===== config.mk =====
export PLATFORM = sky130hd
export DESIGN_NAME = sta_ctrl
export DESIGN_NICKNAME = d
export VERILOG_FILES = /design/src/rtl/sta_pkg.sv /design/src/rtl/sta_ctrl.sv
export SDC_FILE = /design/constraint.sdc
export NUM_CORES = 1
export LEC_CHECK = 0
export ABC_CLOCK_PERIOD_IN_PS = 2300
export BUFFER_PORTS_ARGS = -buffer_cell sky130_fd_sc_hd__buf_2
export CAP_MARGIN = 25
export CORE_MARGIN = 2
export CORE_UTILIZATION = 41
export DETAILED_ROUTE_END_ITERATION = 8
export PLACE_DENSITY = 0.87
export SYNTH_ARGS = -nofsm -noshare
export SYNTH_HDL_FRONTEND = slang
export SYNTH_SLANG_ARGS = --single-unit
export TNS_END_PERCENT = 10

===== constraint.sdc =====
create_clock -name clk -period 2.3 [get_ports clk]
set_input_delay 0.115 -clock clk [delete_from_list [all_inputs] [get_ports clk]]
set_output_delay 0.115 -clock clk [all_outputs]
set_load 0.02 [all_outputs]

===== src/rtl/sta_pkg.sv =====
package sta_pkg;

    // operation codes
    localparam logic [2:0] OP_ADD      = 3'd0;
    localparam logic [2:0] OP_PUT      = 3'd1;
    localparam logic [2:0] OP_GET      = 3'd2;
    localparam logic [2:0] OP_IS_VALID = 3'd3;
    localparam logic [2:0] OP_REMOVE   = 3'd4;

    // result status codes
    localparam logic [1:0] STAT_OK    = 2'd0;
    localparam logic [1:0] STAT_RANGE = 2'd1;
    localparam logic [1:0] STAT_FULL  = 2'd2;

    // controller states
    typedef enum logic [3:0] {
        S_IDLE,
        S_DISPATCH,
        S_BLK,
        S_SCAN_BLK,
        S_STORE,
        S_SCAN_LF,
        S_SCAN_HV,
        S_READ,
        S_DONE
    } ctl_state_t;

    // commands from controller to datapath
    typedef struct packed {
        logic       capture;
        logic       set_status;
        logic [1:0] status_code;
        logic       grow;
        logic       mark_block;
        logic       lf_step;
        logic       siu_inc;
        logic       store;
        logic       remove;
        logic       hv_step;
        logic       rd_data;
        logic       rd_valid;
        logic       take_read;
        logic       load_out;
    } sta_cmd_t;

    // status from datapath to controller
    typedef struct packed {
        logic is_add;
        logic is_put;
        logic is_get;
        logic is_valid_op;
        logic is_remove;
        logic in_range;
        logic full;
        logic grow;
        logic block;
        logic idx_is_lf;
        logic rm_hv;
        logic hv_is_one;
        logic lf_cont;
        logic q_valid;
        logic out_free;
    } sta_sts_t;

endpackage


===== src/rtl/sta_ctrl.sv =====
module sta_ctrl
    import sta_pkg::*;
(
    input  logic     clk,
    input  logic     rst_n,
    input  logic     in_valid,
    output logic     in_stall,
    input  sta_sts_t sts,
    output sta_cmd_t cmd
);

    ctl_state_t state_reg;
    ctl_state_t state_next;

    // state register
    always_ff @(posedge clk or negedge rst_n)
    begin
        if (!rst_n)
        begin
            state_reg <= S_IDLE;
        end
        else
        begin
            state_reg <= state_next;
        end
    end

    // next state
    always_comb
    begin
        state_next = state_reg;
        case (state_reg)
            S_IDLE:
            begin
                if (in_valid)
                begin
                    state_next = S_DISPATCH;
                end
            end
            S_DISPATCH:
            begin
                if (sts.is_add)
                begin
                    if (sts.full)
                        state_next = S_DONE;
                    else if (sts.block)
                        state_next = S_BLK;
                    else
                        state_next = S_STORE;
                end
                else if (sts.is_put)
                begin
                    state_next = (sts.in_range && sts.idx_is_lf) ? S_SCAN_LF : S_DONE;
                end
                else if (sts.is_get || sts.is_valid_op)
                begin
                    state_next = sts.in_range ? S_READ : S_DONE;
                end
                else if (sts.is_remove)
                begin
                    state_next = (sts.in_range && sts.rm_hv && !sts.hv_is_one)
                                 ? S_SCAN_HV : S_DONE;
                end
                else
                begin
                    state_next = S_DONE;
                end
            end
            S_BLK:
            begin
                state_next = S_SCAN_BLK;
            end
            S_SCAN_BLK:
            begin
                if (!sts.lf_cont)
                    state_next = S_STORE;
            end
            S_STORE:
            begin
                state_next = S_SCAN_LF;
            end
            S_SCAN_LF:
            begin
                if (!sts.lf_cont)
                    state_next = S_DONE;
            end
            S_SCAN_HV:
            begin
                if (sts.q_valid || sts.hv_is_one)
                    state_next = S_DONE;
            end
            S_READ:
            begin
                state_next = S_DONE;
            end
            S_DONE:
            begin
                if (sts.out_free)
                    state_next = S_IDLE;
            end
            default:
            begin
                state_next = S_IDLE;
            end
        endcase
    end

    // command outputs
    always_comb
    begin
        cmd = '0;
        cmd.status_code = STAT_OK;
        case (state_reg)
            S_IDLE:
            begin
                cmd.capture = in_valid;
            end
            S_DISPATCH:
            begin
                if (sts.is_add)
                begin
                    if (sts.full)
                    begin
                        cmd.set_status  = 1'b1;
                        cmd.status_code = STAT_FULL;
                    end
                    else
                    begin
                        cmd.grow = sts.grow;
                    end
                end
                else if (sts.is_put || sts.is_get || sts.is_valid_op || sts.is_remove)
                begin
                    if (!sts.in_range)
                    begin
                        cmd.set_status  = 1'b1;
                        cmd.status_code = STAT_RANGE;
                    end
                    else if (sts.is_put)
                    begin
                        cmd.store   = 1'b1;
                        cmd.lf_step = sts.idx_is_lf;
                    end
                    else if (sts.is_get)
                    begin
                        cmd.rd_data = 1'b1;
                    end
                    else if (sts.is_valid_op)
                    begin
                        cmd.rd_valid = 1'b1;
                    end
                    else
                    begin
                        cmd.remove  = 1'b1;
                        cmd.hv_step = sts.rm_hv;
                    end
                end
            end
            S_BLK:
            begin
                cmd.mark_block = 1'b1;
                cmd.lf_step    = 1'b1;
            end
            S_SCAN_BLK:
            begin
                cmd.lf_step = sts.lf_cont;
                cmd.siu_inc = !sts.lf_cont;
            end
            S_STORE:
            begin
                cmd.store   = 1'b1;
                cmd.lf_step = 1'b1;
            end
            S_SCAN_LF:
            begin
                cmd.lf_step = sts.lf_cont;
            end
            S_SCAN_HV:
            begin
                cmd.hv_step = !sts.q_valid;
            end
            S_READ:
            begin
                cmd.take_read = 1'b1;
            end
            S_DONE:
            begin
                cmd.load_out = sts.out_free;
            end
            default:
            begin
                cmd = '0;
            end
        endcase
    end

    assign in_stall = (state_reg != S_IDLE);

endmodule


# Word level (Yosys, flattened, before mapping)
# Index checks and enable logic that the tools add are counted.
# classes
reduce_logical,16
muxes,46
n_eq_ne,13
# ops
cell,n
$mux W4,15
$pmux W4 S9,1
$eq A4 B3 Y1 const B,4
$mux W1,16
$mux W3,5
$mux W5,3
$ne A2 B2 Y1 const B,5
$eq A4 B2 Y1 const B,2
$mux W2,3
$logic_or A1 B1 Y1,5
$reduce_and A5 Y1,1
$eq A4 B1 Y1 const B,1
$eq A4 B4 Y1 const B,1
$logic_not A4 Y1,1
$pmux W1 S2,2
$reduce_bool A4 Y1,1
$reduce_or A2 Y1,2
$logic_and A1 B1 Y1,3
$logic_not A1 Y1,3
$pmux W1 S3,1
# word_totals
elab_cells,76
out_inout_bits,16
register_bits,4
input_bits,18

# Depth between registers and ports, before layout
# logic_depth
word_depth,8
depth_mapped,5
depth_no_buf,4

# Least setup slack after synthesis
# No wires, ideal clock.
# synth_timing
kind,register to output
start,register state_reg[1]
end,output port cmd[4] in the netlist's numbering
setup_slack_ps,464
n_path_buf,1
path_stages_with_launch,6
arrival_ps,1721
required_time_ps,2185
path_cell_list,dfrtp_1 or4b_1 buf_2 nor3_4 and3_4 a41o_1
# synth_rtl
element,line,rtl
start: declaration,sta_ctrl.sv:12,ctl_state_t state_reg;
start signal: assignment,sta_ctrl.sv:24,state_reg <= state_next;
end: declaration,sta_ctrl.sv:9,output sta_cmd_t cmd

==> flow_summary.toml <==
[drt]
vias_per_cell = 5.66
routed_wl_um = 1600
drt_iter0_drc = 18
dr.pass1.iters = 4
antenna_left = 0
wl_per_cell_um = 12.5
vias = 724
drc = 0

[worst_setup_path]
reg2reg_from = "state_reg[1]"
worstPathMaxFanout = 12
worst-path-buf-inv = 1
r2r-end = "state_reg[0]"
crit_required_ns = 2.18
critPathTopFamily = "simple AND/OR/NAND/NOR gates"
start_kind = "flip-flop"
worst_path_largest_cell_delay_ns = 0.64
regToRegSetupSlack_ns = 0.49
crit_type = "flip-flop to output pin"
critical-path-slowest-cell = "or4b_1"
critPathCaptureType = "output pin"
r2r_cells = 5
worstPathArrival_ns = 2.10
path_cells = "or4b_1 > nor3_4 > and3_4 > a41o_1 > buf_2"

[clock_network]
cts_root_buffer = "clkbuf_4"
cts.clk_slew.worst_paths_ns = 0.04
h-tree-depth = 1
clock_sinks = 4
max-clock-path-buffers = 2
cts_resized = 0
cts_buffers = 3
cts_tree = "yes"
clkLatencyLatePin_ns = 0.23

[sta]
finalSetupViolCount = 0
finalSetupTns_ns = 0
rsz0062_at_grt = "no"
relSlewSlack_pct = 73.8
setup_slack_ns = 0.0886
final_hold_viol_count = 0
fin_crit_ns = 2.21
max_clock_freq_mhz = 452
min_period_over_period_pct = 96.1
fin_skew_ns = 0.00367
drv_slew = 0
worstMarginPinSlew_ns = 0.388

[final_layout]
post-route-cell-area_um2 = 768
fill_cells = 114
area_growth_pct = 38.6
largest_register_ffs = 4
drive_above_1_share_pct = 36.3
multiInputGateArea_um2 = 410
final_core_util_pct = 59.8
diodes = 0
layout.nets = 133
seq_area_um2 = 100

[yosys]
syn_avg_cell_area_um2 = 7.02
ys_seq_area_share_pct = 18.1
synth_xor_area_share_pct = 1.58
synth_top_family_by_area = "simple AND/OR/NAND/NOR gates"
yosysWarnings = 0
synthTopCellsByArea = "dfrtp_1 18%, nor2_1 6.8%, nor3_1 5.4%, nand2_1 4.1%, a21oi_1 3.6%"
synth_compound_area_share_pct = 28.4
ys.flop_type = "dfrtp_1"
synth_area_um2 = 554
syn_inst = 79
yosys.area_share.adder_pct = 0
synth_edf_count = 0
synthMuxAreaShare_pct = 1.81
async_flop_share_pct = 100
synth_area_leader_cell = "dfrtp_1"
yosys.cell_types.count = 35
synth_top_cell_area_share_pct = 18.1
yosys.area_share.simple_pct = 42.2
ys_seq_elements = 4
syn_nets = 97

[power]
peakVddDrop_v = 0.000755
power_uw = 780
clkPwrFrac_pct = 11.1
p_sw_uw = 408
intPower_uw = 373
power_frac_comb_pct = 69.3
seqPwrFrac_pct = 19.5
p_leak_nw = 0.408
netSwitchingFraction_pct = 52.2
powerDensity_nw_per_um2 = 1020

[flow_run]
maxCapViolations = 0

[global_route]
grt_use_total_pct = 21.5
antenna_found_initial = 0
grt_max_degree = 14
grt_pass1_vias = 554
overflow = 0
grt_pass1_wl_um = 2400

[run_status]
status = "finished clean"

[min_path]
hold_depth = 2
hold_class = "input pin to flip-flop"
hold_end = "state_reg[3]"
worstHoldStart = "sts[0]"

[floorplanning]
ios = 34
rows = 13
dieArea_um2 = 1660
dieHeight_um = 40.8
initial_core_util_pct = 43.1
coreArea_um2 = 1280
die_w_um = 40.8

[placement]
place_congestion = 0.840
placed_cell_area_um2 = 736
dp_hpwl_um = 1270
pre_cts_slack_ns = 0.347
portBuffers = 33
## logic make-up after synthesis
logic type | count (synthesis)
DFF | 4
muxes | 1
and+or+nand+nor | 40
buffers and inverters | 11
AOI/OAI and AO/OA | 22
xor gates and xnor gates | 1
## layer usage
layer / track usage (%) / wire length (um) / vias to the layer above
li1: - / - / 371
met1: 27.9 / 712 / 321
met2: 36.9 / 786 / 32
met3: 4.89 / 96 / 0
met4: 2.50 / 0 / 0
met5: 0 / 0 / -
## metrics by stage
| stage | hold slack (ns) | cells |
|---|---|---|
| floorplan | -0.181 | 79 |
| global placement | -0.0790 | 124 |
| detailed placement | -0.0773 | 124 |
| CTS | 0.0910 | 128 |
| global route | 0.0967 | 128 |
| finish | 0.0956 | 128 |
## cell usage in the layout, fill, tap and decap left out, types with 3 or more instances in the layout
| master | count |
|---|---|
| o21ai_0 | 4 |
| nor2_1 | 10 |
| nor3_1 | 6 |
| a21oi_1 | 4 |
| inv_1 | 5 |
| buf_2 | 33 |
| clkbuf_4 | 3 |
| dfrtp_1 | 4 |
| buf_4 | 3 |
| nand2_1 | 6 |
## how the worst max path moves through the flow
stage | startpoint | slack (ns) | cells after the start | to
after floorplan | state_reg[1] | 0.46 | 5 | cmd[4]
after global placement | state_reg[1] | 0.38 | 5 | cmd[4]
after detailed placement | state_reg[1] | 0.35 | 5 | cmd[4]
after CTS | state_reg[1] | 0.09 | 5 | cmd[4]
after global routing | state_reg[1] | 0.0008 | 5 | cmd[4]
final | state_reg[1] | 0.09 | 5 | cmd[4]
## synthesized netlist by cell type, drive strengths merged (2+ instances only)
cell type	n
a22oi	2
nor2b	2
nand4b	2
clkbuf	4
nor2	10
inv	5
nand2	6
dfrtp	4
and3	2
a211oi	2
or4b	2
nor3	7
nand2b	2
o21ai	4
o311ai	2
a21oi	4
a221o	2
buf	2
## layout make-up
type | count | area share (%)
sequential | 4 | 13.0
timing repair buffer | 37 | 25.7
tap | 15 | 2.44
clock buffer | 3 | 2.93
multi-input combinational | 64 | 53.4
inverter | 5 | 2.44
## power by group through the flow
stage	Combinational (mW)	Sequential (mW)	Clock, mW
after detailed placement	0.534	0.150	0
after CTS	0.540	0.150	0.0887
after global placement	0.526	0.147	0
after floorplan	0.414	0.116	0
final	0.541	0.153	0.0870
after global routing	0.592	0.156	0.0998
## repair_timing
| action | in CTS | in global routing |
|---|---|---|
| hold buffers | 1 | 0 |
| hold endpoints to repair | 4 | 0 |
| setup buffers | 0 | 0 |
| endpoints found under the setup margin | 0 | 0 |
Power figures use the tool's default switching activity.
